### src/design/gbn_pkg.sv
// Shared types, constants and helpers for the go-back-N send window.
// No dependencies; every other design file imports this package.
`timescale 1ns / 1ps

package gbn_pkg;

	localparam int WINDOW_DEPTH = 16;
	localparam int PTR_W        = (WINDOW_DEPTH > 1) ? $clog2(WINDOW_DEPTH) : 1;
	localparam int CNT_W        = $clog2(WINDOW_DEPTH + 1);

	localparam int SEQ_W      = 32;
	localparam int HANDLE_W   = 16;
	localparam int LEN_W      = 16;
	localparam int PORT_W     = 8;
	localparam int TYPE_W     = 8;
	localparam int REQ_W      = 2;
	localparam int LIMIT_W    = 4;
	localparam int CFG_IDX_W  = 1;
	localparam int CFG_DATA_W = 8;

	localparam logic [LIMIT_W-1:0] RETRY_LIMIT_RST = LIMIT_W'(4);
	localparam logic [TYPE_W-1:0]  ACK_MASK_RST    = TYPE_W'(1);

	typedef logic [PTR_W-1:0] ptr_t;
	typedef logic [CNT_W-1:0] cnt_t;

	localparam cnt_t FULL_CNT = cnt_t'(WINDOW_DEPTH);

	typedef enum logic [REQ_W-1:0] {
		REQ_ENQ = 2'd0,
		REQ_RX  = 2'd1,
		REQ_TMO = 2'd2
	} req_code_t;

	typedef enum logic [CFG_IDX_W-1:0] {
		CFG_RETRY_LIMIT = 1'b0,
		CFG_ACK_MASK    = 1'b1
	} cfg_idx_t;

	typedef enum logic [1:0] {
		ST_IDLE,
		ST_ACK_CMP,
		ST_RESEND,
		ST_DRAIN
	} state_t;

	typedef struct packed {
		logic [SEQ_W-1:0]    seq;
		logic [HANDLE_W-1:0] handle;
		logic [LEN_W-1:0]    len;
		logic [PORT_W-1:0]   port;
	} slot_entry_t;

	typedef struct packed {
		logic [REQ_W-1:0]  code;
		slot_entry_t       entry;
		logic [TYPE_W-1:0] pkt_type;
	} req_t;

	typedef struct packed {
		logic        strobe;
		logic        tx_valid;
		slot_entry_t entry;
		logic        full_reject;
		logic        acked;
		logic        limit_hit;
		cnt_t        occupancy;
		logic        last;
	} result_t;

	function automatic ptr_t ptr_inc(input ptr_t p);
		if (p == ptr_t'(WINDOW_DEPTH - 1)) begin
			return '0;
		end
		return p + ptr_t'(1);
	endfunction

endpackage

### src/design/gbn_slot_ram.sv
// Slot memory of the send window: one write port, one registered read port.
// Depends on gbn_pkg for the slot entry type and pointer width.
`timescale 1ns / 1ps

module gbn_slot_ram (
	input  logic                clk,
	input  logic                we,
	input  gbn_pkg::ptr_t       waddr,
	input  gbn_pkg::slot_entry_t wdata,
	input  gbn_pkg::ptr_t       raddr,
	output gbn_pkg::slot_entry_t rdata
);
	import gbn_pkg::*;

	slot_entry_t mem [WINDOW_DEPTH];
	slot_entry_t rdata_q;

	always_ff @(posedge clk) begin
		if (we) begin
			mem[waddr] <= wdata;
		end
	end

	always_ff @(posedge clk) begin
		rdata_q <= mem[raddr];
	end

	assign rdata = rdata_q;

endmodule

### src/design/gbn_ctrl.sv
// Window sequencer: ring pointers, held count, retry counter, and the walk
// over the slot memory read port for ack checks and resends.
// Depends on gbn_pkg; drives gbn_slot_ram and builds at most one result per cycle.
`timescale 1ns / 1ps

module gbn_ctrl (
	input  logic                    clk,
	input  logic                    arst_n,
	input  logic                    start,
	input  gbn_pkg::req_t           req,
	input  logic [gbn_pkg::LIMIT_W-1:0] retry_limit,
	input  logic [gbn_pkg::TYPE_W-1:0]  ack_mask,
	input  gbn_pkg::slot_entry_t    rdata,
	output logic                    we,
	output gbn_pkg::ptr_t           waddr,
	output gbn_pkg::slot_entry_t    wdata,
	output gbn_pkg::ptr_t           raddr,
	output logic                    busy,
	output gbn_pkg::result_t        res
);
	import gbn_pkg::*;

	state_t               state_q, state_d;
	ptr_t                 oldest_q, oldest_d;
	ptr_t                 next_free_q, next_free_d;
	cnt_t                 held_q, held_d;
	logic [LIMIT_W-1:0]   retry_q, retry_d;
	logic [SEQ_W-1:0]     seq_q, seq_d;
	logic                 hit_q, hit_d;
	ptr_t                 rd_ptr_q, rd_ptr_d;
	cnt_t                 remain_q, remain_d;
	logic                 rd_vld_s1, rd_vld_d;
	logic                 rd_last_s1, rd_last_d;
	logic [LIMIT_W:0]     retry_next;

	assign retry_next = {1'b0, retry_q} + (LIMIT_W+1)'(1);
	assign busy       = (state_q != ST_IDLE);

	always_ff @(posedge clk or negedge arst_n) begin
		if (!arst_n) begin
			state_q     <= ST_IDLE;
			oldest_q    <= '0;
			next_free_q <= '0;
			held_q      <= '0;
			retry_q     <= '0;
			hit_q       <= 1'b0;
			rd_ptr_q    <= '0;
			remain_q    <= '0;
			rd_vld_s1   <= 1'b0;
			rd_last_s1  <= 1'b0;
		end else begin
			state_q     <= state_d;
			oldest_q    <= oldest_d;
			next_free_q <= next_free_d;
			held_q      <= held_d;
			retry_q     <= retry_d;
			hit_q       <= hit_d;
			rd_ptr_q    <= rd_ptr_d;
			remain_q    <= remain_d;
			rd_vld_s1   <= rd_vld_d;
			rd_last_s1  <= rd_last_d;
		end
	end

	always_ff @(posedge clk) begin
		seq_q <= seq_d;
	end

	always_comb begin
		state_d     = state_q;
		oldest_d    = oldest_q;
		next_free_d = next_free_q;
		held_d      = held_q;
		retry_d     = retry_q;
		seq_d       = seq_q;
		hit_d       = hit_q;
		rd_ptr_d    = rd_ptr_q;
		remain_d    = remain_q;
		rd_vld_d    = 1'b0;
		rd_last_d   = 1'b0;
		we          = 1'b0;
		waddr       = next_free_q;
		wdata       = req.entry;
		raddr       = oldest_q;
		res         = '0;
		res.occupancy = held_q;

		case (state_q)
			ST_IDLE: begin
				if (start) begin
					case (req_code_t'(req.code))
						REQ_ENQ: begin
							res.strobe = 1'b1;
							res.last   = 1'b1;
							if (held_q == FULL_CNT) begin
								res.full_reject = 1'b1;
							end else begin
								we            = 1'b1;
								next_free_d   = ptr_inc(next_free_q);
								held_d        = held_q + cnt_t'(1);
								res.tx_valid  = 1'b1;
								res.entry     = req.entry;
								res.occupancy = held_q + cnt_t'(1);
							end
						end
						REQ_RX: begin
							if (held_q != '0 && (req.pkt_type & ack_mask) != '0) begin
								// oldest slot is read at this edge, compare next cycle
								seq_d   = req.entry.seq;
								state_d = ST_ACK_CMP;
							end else begin
								res.strobe = 1'b1;
								res.last   = 1'b1;
							end
						end
						REQ_TMO: begin
							if (held_q != '0) begin
								if (retry_next >= {1'b0, retry_limit}) begin
									hit_d   = 1'b1;
									retry_d = '0;
								end else begin
									hit_d   = 1'b0;
									retry_d = retry_next[LIMIT_W-1:0];
								end
								rd_ptr_d = oldest_q;
								remain_d = held_q;
								state_d  = ST_RESEND;
							end else begin
								res.strobe = 1'b1;
								res.last   = 1'b1;
							end
						end
						default: begin
							res.strobe = 1'b1;
							res.last   = 1'b1;
						end
					endcase
				end
			end
			ST_ACK_CMP: begin
				res.strobe = 1'b1;
				res.last   = 1'b1;
				if (rdata.seq == seq_q) begin
					res.acked     = 1'b1;
					res.occupancy = held_q - cnt_t'(1);
					oldest_d      = ptr_inc(oldest_q);
					held_d        = held_q - cnt_t'(1);
					// window drains: restart the retry count
					if (held_q == cnt_t'(1)) begin
						retry_d = '0;
					end
				end
				state_d = ST_IDLE;
			end
			ST_RESEND: begin
				raddr     = rd_ptr_q;
				rd_ptr_d  = ptr_inc(rd_ptr_q);
				remain_d  = remain_q - cnt_t'(1);
				rd_vld_d  = 1'b1;
				rd_last_d = (remain_q == cnt_t'(1));
				if (remain_q == cnt_t'(1)) begin
					state_d = ST_DRAIN;
				end
			end
			ST_DRAIN: begin
				state_d = ST_IDLE;
			end
			default: begin
				state_d = ST_IDLE;
			end
		endcase

		// emit one resend beat per slot read
		if (rd_vld_s1) begin
			res.strobe    = 1'b1;
			res.tx_valid  = 1'b1;
			res.entry     = rdata;
			res.last      = rd_last_s1;
			res.limit_hit = rd_last_s1 & hit_q;
			res.occupancy = held_q;
		end
	end

endmodule

### src/design/go_back_n_send_window_top.sv
// Top level of the go-back-N send window: configuration registers, result
// register and ports. Depends on gbn_pkg, gbn_ctrl and gbn_slot_ram.
`timescale 1ns / 1ps

// A request is taken at a clock edge with start high and busy low; each
// result beat is on the result ports for exactly one cycle, marked by
// result_valid, and cannot be held off by the receiver. Enqueue (stored or
// rejected), an ignored packet and a timeout on an empty window keep busy
// low, and the result beat shows in the next cycle. An ack that may match
// holds busy while the oldest slot is read from the single read port of the
// slot memory. A timeout with n entries held holds busy while it reads one
// slot per cycle, and gives n beats, one per slot read, the last carrying
// last and limit_hit.
module go_back_n_send_window_top (
	input  logic                                clk,
	input  logic                                arst_n,
	input  logic                                start,
	output logic                                busy,
	input  logic [gbn_pkg::REQ_W-1:0]           req_type,
	input  logic [gbn_pkg::PORT_W-1:0]          port_id,
	input  logic [gbn_pkg::HANDLE_W-1:0]        buf_handle,
	input  logic [gbn_pkg::LEN_W-1:0]           pkt_len,
	input  logic [gbn_pkg::SEQ_W-1:0]           seq_num,
	input  logic [gbn_pkg::TYPE_W-1:0]          pkt_type,
	input  logic                                cfg_we,
	input  logic [gbn_pkg::CFG_IDX_W-1:0]       cfg_idx,
	input  logic [gbn_pkg::CFG_DATA_W-1:0]      cfg_wdata,
	output logic                                result_valid,
	output logic                                tx_valid,
	output logic [gbn_pkg::PORT_W-1:0]          tx_port,
	output logic [gbn_pkg::HANDLE_W-1:0]        tx_handle,
	output logic [gbn_pkg::LEN_W-1:0]           tx_len,
	output logic [gbn_pkg::SEQ_W-1:0]           tx_seq,
	output logic                                full_reject,
	output logic                                acked,
	output logic                                limit_hit,
	output logic [gbn_pkg::CNT_W-1:0]           occupancy,
	output logic                                last
);
	import gbn_pkg::*;

	logic [LIMIT_W-1:0] retry_limit_q;
	logic [TYPE_W-1:0]  ack_mask_q;
	req_t               req;
	result_t            res;
	logic               res_strobe_q;
	result_t            res_q;
	logic               ram_we;
	ptr_t               ram_waddr;
	ptr_t               ram_raddr;
	slot_entry_t        ram_wdata;
	slot_entry_t        ram_rdata;

	assign req.code         = req_type;
	assign req.entry.seq    = seq_num;
	assign req.entry.handle = buf_handle;
	assign req.entry.len    = pkt_len;
	assign req.entry.port   = port_id;
	assign req.pkt_type     = pkt_type;

	always_ff @(posedge clk or negedge arst_n) begin
		if (!arst_n) begin
			retry_limit_q <= RETRY_LIMIT_RST;
			ack_mask_q    <= ACK_MASK_RST;
		end else if (cfg_we) begin
			case (cfg_idx_t'(cfg_idx))
				CFG_RETRY_LIMIT: retry_limit_q <= cfg_wdata[LIMIT_W-1:0];
				CFG_ACK_MASK:    ack_mask_q    <= cfg_wdata[TYPE_W-1:0];
				default: begin
				end
			endcase
		end
	end

	gbn_slot_ram u_ram (
		.clk   (clk),
		.we    (ram_we),
		.waddr (ram_waddr),
		.wdata (ram_wdata),
		.raddr (ram_raddr),
		.rdata (ram_rdata)
	);

	gbn_ctrl u_ctrl (
		.clk         (clk),
		.arst_n      (arst_n),
		.start       (start),
		.req         (req),
		.retry_limit (retry_limit_q),
		.ack_mask    (ack_mask_q),
		.rdata       (ram_rdata),
		.we          (ram_we),
		.waddr       (ram_waddr),
		.wdata       (ram_wdata),
		.raddr       (ram_raddr),
		.busy        (busy),
		.res         (res)
	);

	// hold each result beat for exactly one cycle
	always_ff @(posedge clk or negedge arst_n) begin
		if (!arst_n) begin
			res_strobe_q <= 1'b0;
		end else begin
			res_strobe_q <= res.strobe;
		end
	end

	always_ff @(posedge clk) begin
		res_q <= res;
	end

	assign result_valid = res_strobe_q;
	assign tx_valid     = res_q.tx_valid;
	assign tx_port      = res_q.entry.port;
	assign tx_handle    = res_q.entry.handle;
	assign tx_len       = res_q.entry.len;
	assign tx_seq       = res_q.entry.seq;
	assign full_reject  = res_q.full_reject;
	assign acked        = res_q.acked;
	assign limit_hit    = res_q.limit_hit;
	assign occupancy    = res_q.occupancy;
	assign last         = res_q.last;

endmodule
### config.mk
export PLATFORM = sky130hd
export DESIGN_NAME = go_back_n_send_window_top
export DESIGN_NICKNAME = d
export VERILOG_FILES = /design/src/design/gbn_pkg.sv /design/src/design/gbn_slot_ram.sv /design/src/design/gbn_ctrl.sv /design/src/design/go_back_n_send_window_top.sv
export SDC_FILE = /design/constraint.sdc
export NUM_CORES = 1
export LEC_CHECK = 0
export BUFFER_PORTS_ARGS = -buffer_cell sky130_fd_sc_hd__buf_2
export CORE_AREA = 2 2 320 322
export DETAILED_ROUTE_END_ITERATION = 8
export DIE_AREA = 0 0 322 324
export GPL_TIMING_DRIVEN = 0
export PLACE_DENSITY = 0.66
export SLEW_MARGIN = 40
export SYNTH_ARGS = -nofsm -noshare
export SYNTH_HDL_FRONTEND = slang
export SYNTH_HIERARCHICAL = 1
export SYNTH_SLANG_ARGS = --single-unit
### constraint.sdc
create_clock -name clk -period 9.7 [get_ports clk]
set_input_delay 2.91 -clock clk [delete_from_list [all_inputs] [get_ports clk]]
set_output_delay 2.91 -clock clk [all_outputs]
set_load 0.02 [all_outputs]
==> results.cfg <==
[worst_setup_path]
crit_arrival_ps = 6490
crit_top_cell = buf_4
crit_slowest_cell = clkbuf_1
cp_max_fo = 13
end_kind = flip-flop
path_delay_family = buffers and inverters
max_stage_delay_ps = 470
startpoint_type = input port
required_ps = 10130
cp_num_buf_inv = 11
path_class = input port to flip-flop
crit_chain = buf_2 > inv_1 > ha_1 > nand2_1 > nor3_4 > buf_6 > clkbuf_1 > nand3b_1 > nor3_2 > buf_4 > buf_2 > buf_4 > buf_4 > buf_4 > buf_4 > buf_2

[logic_synthesis]
netlist_instances = 2639
seq_area_frac_synth_pct = 76.5
synth_top_area_share_pct = 68.4
synth_flop_cell = edfxtp_1
syn_area_um2 = 51900
yosysTopAreaCell = edfxtp_1
yosys-top-cells-area = edfxtp_1, mux4_2, dfxtp_1
synth_cell_types = 63
synth_fp_nets = 2751
ys_ff_latch = 1382
syn_avg_cell_area_um2 = 19.7
synth_edf_count = 1184
ys_warn_count = 6
synthArstFlopShare_pct = 3.18

[detailed_routing]
viasPerCell = 6.02
routed_wirelength_um = 129000
first_iter_violations = 2973
drcViolationCount = 0
wl_per_cell_um = 28.5
ant_nets = 0
drt_first_pass_iters = 5
vias = 27300

[timing]
max-slew-margin-rel_pct = 36.1
hold-worst-slack_ps = 441
setup_viol = 0
rsz0062_at_grt = no
hold_viol_final = 0
slew_viol_final = 0
skew_ps = 27.7
period_minus_slack_ps = 6050
fin_crit_sh_pct = 62.4
fmax_mhz = 165
tightestPinTransition_ps = 957

[clock_tree]
ctsResizeCount = 0
cts.sinks = 1382
cts_tree = built
numCtsBuffers = 140
cts_hold_buf = 0
clock_path_buffers = 3
cts_root_buffer = clkbuf_16
clk_pin_slew_worst_paths_ps = 60
cts_setup_buffers = 0
htree_num_levels = 4
clock_latency_ps = 750

[placement]
postPlaceCellArea_um2 = 56700
io_buffers = 178
dpl.cell_count = 4264
routabilityCongestion = 0.850
dp_hpwl_um = 86300

[power_and_ir_drop]
p_clk_share_pct = 30.4
sw_frac_of_total_pct = 30.9
vdd_ir_drop_max_v = 0.000208
seqPwrFrac_pct = 40.9
power_density_nw_per_um2 = 284
p_int_mw = 12.0
combPwrFrac_pct = 28.7
leakage_nw = 20.7
finalPower_mw = 17.4
switchingPower_mw = 5.36

[grt]
grt_max_degree = 45
grtUsageTotal_pct = 25.0
antenna_found_initial = 2
grt_pass1_vias = 27900
grt_pass1_wl_um = 187000
grt-ovfl-total = 0

[final_layout]
design_area_um2 = 61200
fillCellCount = 7067
fin_nets = 3210
postLayoutCoreUtil_pct = 60.6
stdcell_count = 4527
syn_to_final_growth_pct = 17.8
drive_gt1_share_pct = 30.8

[die]
coreArea_um2 = 101000
ioPinCount = 179
start_util_pct = 51.4
die_area_um2 = 104000
die_y_um = 324
rows = 117
fp.dieW_um = 322

[outcome]
status = finished clean

[flow_run]
drv_cap = 0

[worst_hold_path]
hold_path.class = flip-flop to flip-flop
worst paths after layout:
| path | start | to | slack, ps | cells after the start |
|---|---|---|---|---|
| max | req_type[0] | u_ram/mem[8][37] | 3650 | 16 |
| min | u_ram/rdata[7] | tx_port[7] | 440 | 2 |
| max reg2reg | u_ctrl/held_q[0] | u_ram/mem[8][37] | 4930 | 16 |
| min reg2reg | u_ram/rdata[7] | tx_port[7] | 440 | 2 |
| max in group asynchronous | arst_n | u_ctrl/state_q[0] | 7060 | 1 |
| min in group asynchronous | arst_n | ack_mask_q[3] | 2210 | 1 |
stage by stage:
step / worst slack (ps) / setup TNS, ps
finish: 3650 / 0
global route: 3490 / 0
global placement: -8070 / -4816970
CTS: 3710 / 0
floorplan: 189 / 0
detailed placement: 2930 / 0
sequential cells by signal, summed over array words and instances (netlist names), 2 cells and up:
signal,cells
occupancy,5
u_ctrl/state_q,2
ack_mask_q,8
u_ram/rdata,72
u_ctrl/retry_q,4
tx_port,8
u_ctrl/rd_ptr_q,4
u_ram/mem,1152
tx_handle,16
u_ctrl/seq_q,32
u_ctrl/waddr,4
u_ctrl/oldest_q,4
retry_limit_q,4
u_ctrl/remain_q,5
u_ctrl/held_q,5
tx_len,16
tx_seq,32
cells in the final DEF, fill, tap and decap left out, drive strengths merged, types with 3 or more instances in the layout:
| master | synthesis | layout |
|---|---|---|
| and3 | 4 | 4 |
| nor2 | 30 | 30 |
| a21oi | 16 | 16 |
| nand4 | 5 | 5 |
| or2 | 5 | 5 |
| nand3 | 13 | 13 |
| bufinv | 0 | 9 |
| clkbuf | 87 | 289 |
| a311o | 3 | 3 |
| edfxtp | 1184 | 1184 |
| o311ai | 3 | 3 |
| a221oi | 3 | 3 |
| nor4 | 10 | 10 |
| xor2 | 34 | 34 |
| mux4 | 288 | 288 |
| or3 | 6 | 6 |
| nand2 | 250 | 250 |
| nand3b | 3 | 3 |
| mux2 | 16 | 16 |
| nor2b | 4 | 4 |
| inv | 17 | 26 |
| clkinv | 0 | 39 |
| a31oi | 9 | 9 |
| nand2b | 7 | 7 |
| nor3 | 15 | 15 |
| dfrtp | 42 | 42 |
| ha | 17 | 17 |
| and2 | 4 | 4 |
| o21ai | 93 | 93 |
| o211ai | 9 | 9 |
| buf | 124 | 440 |
| a22oi | 151 | 151 |
| xnor2 | 3 | 3 |
| and4 | 3 | 3 |
| dfxtp | 154 | 154 |
metal layers:
layer  global-route usage [%]  share of wire, %
met4                     8.38               3.0
met5                        0                 0
met2                     42.9                51
met1                     32.3                37
met3                     4.96               8.6
cell usage after synthesis, drive strengths merged (10+ instances only):
cell       n
xor2      34
edfxtp  1184
nand2    250
nand3     13
o21ai     93
dfxtp    154
a21oi     16
inv       17
nor2      30
a22oi    151
mux2      16
nor4      10
clkbuf    87
ha        17
buf      124
dfrtp     42
nor3      15
mux4     288
power by group through the flow:
stage / clock [mW] / combinational (mW) / sequential (mW)
floorplan: 0 / 3.15 / 7.33
global placement: 0 / 4.87 / 7.21
detailed placement: 0 / 4.99 / 7.22
CTS: 5.36 / 5.02 / 7.10
global route: 5.59 / 5.30 / 7.13
finish: 5.27 / 4.98 / 7.10
cell type report:
type                            count  area [um2]  area share [%]
Antenna cell                        2        5.00         0.00818
Buffer                            211        1280            2.10
Clock buffer                      201        3900            6.37
Clock inverter                     59         617            1.01
Inverter                           17        63.8           0.104
Multi-Input combinational cell   1029       11000            18.0
Sequential cell                  1382       39700            64.9
Tap cell                         1309        1640            2.68
Timing Repair Buffer              317        2960            4.83
worst min-delay path, cell delays in order, from the launching register on:
cell and delay (ps):
dfxtp_1 310, nand2_1 50, o21ai_0 50
cell families (layout without fill, tap and decap cells):
group | count (synthesis) | after routing | share of synthesized area [%]
DFF | 1382 | 1382 | 76.5
and+or+nand+nor | 366 | 366 | 3.12
muxes | 306 | 306 | 12.9
AOI/OAI and AO/OA | 303 | 303 | 3.91
buffers and inverters | 228 | 805 | 2.55
xor gates and xnor gates | 37 | 37 | 0.624
adders and majority gates | 17 | 17 | 0.409
other | 0 | 2 | 0
Power figures use the tool's default switching activity.
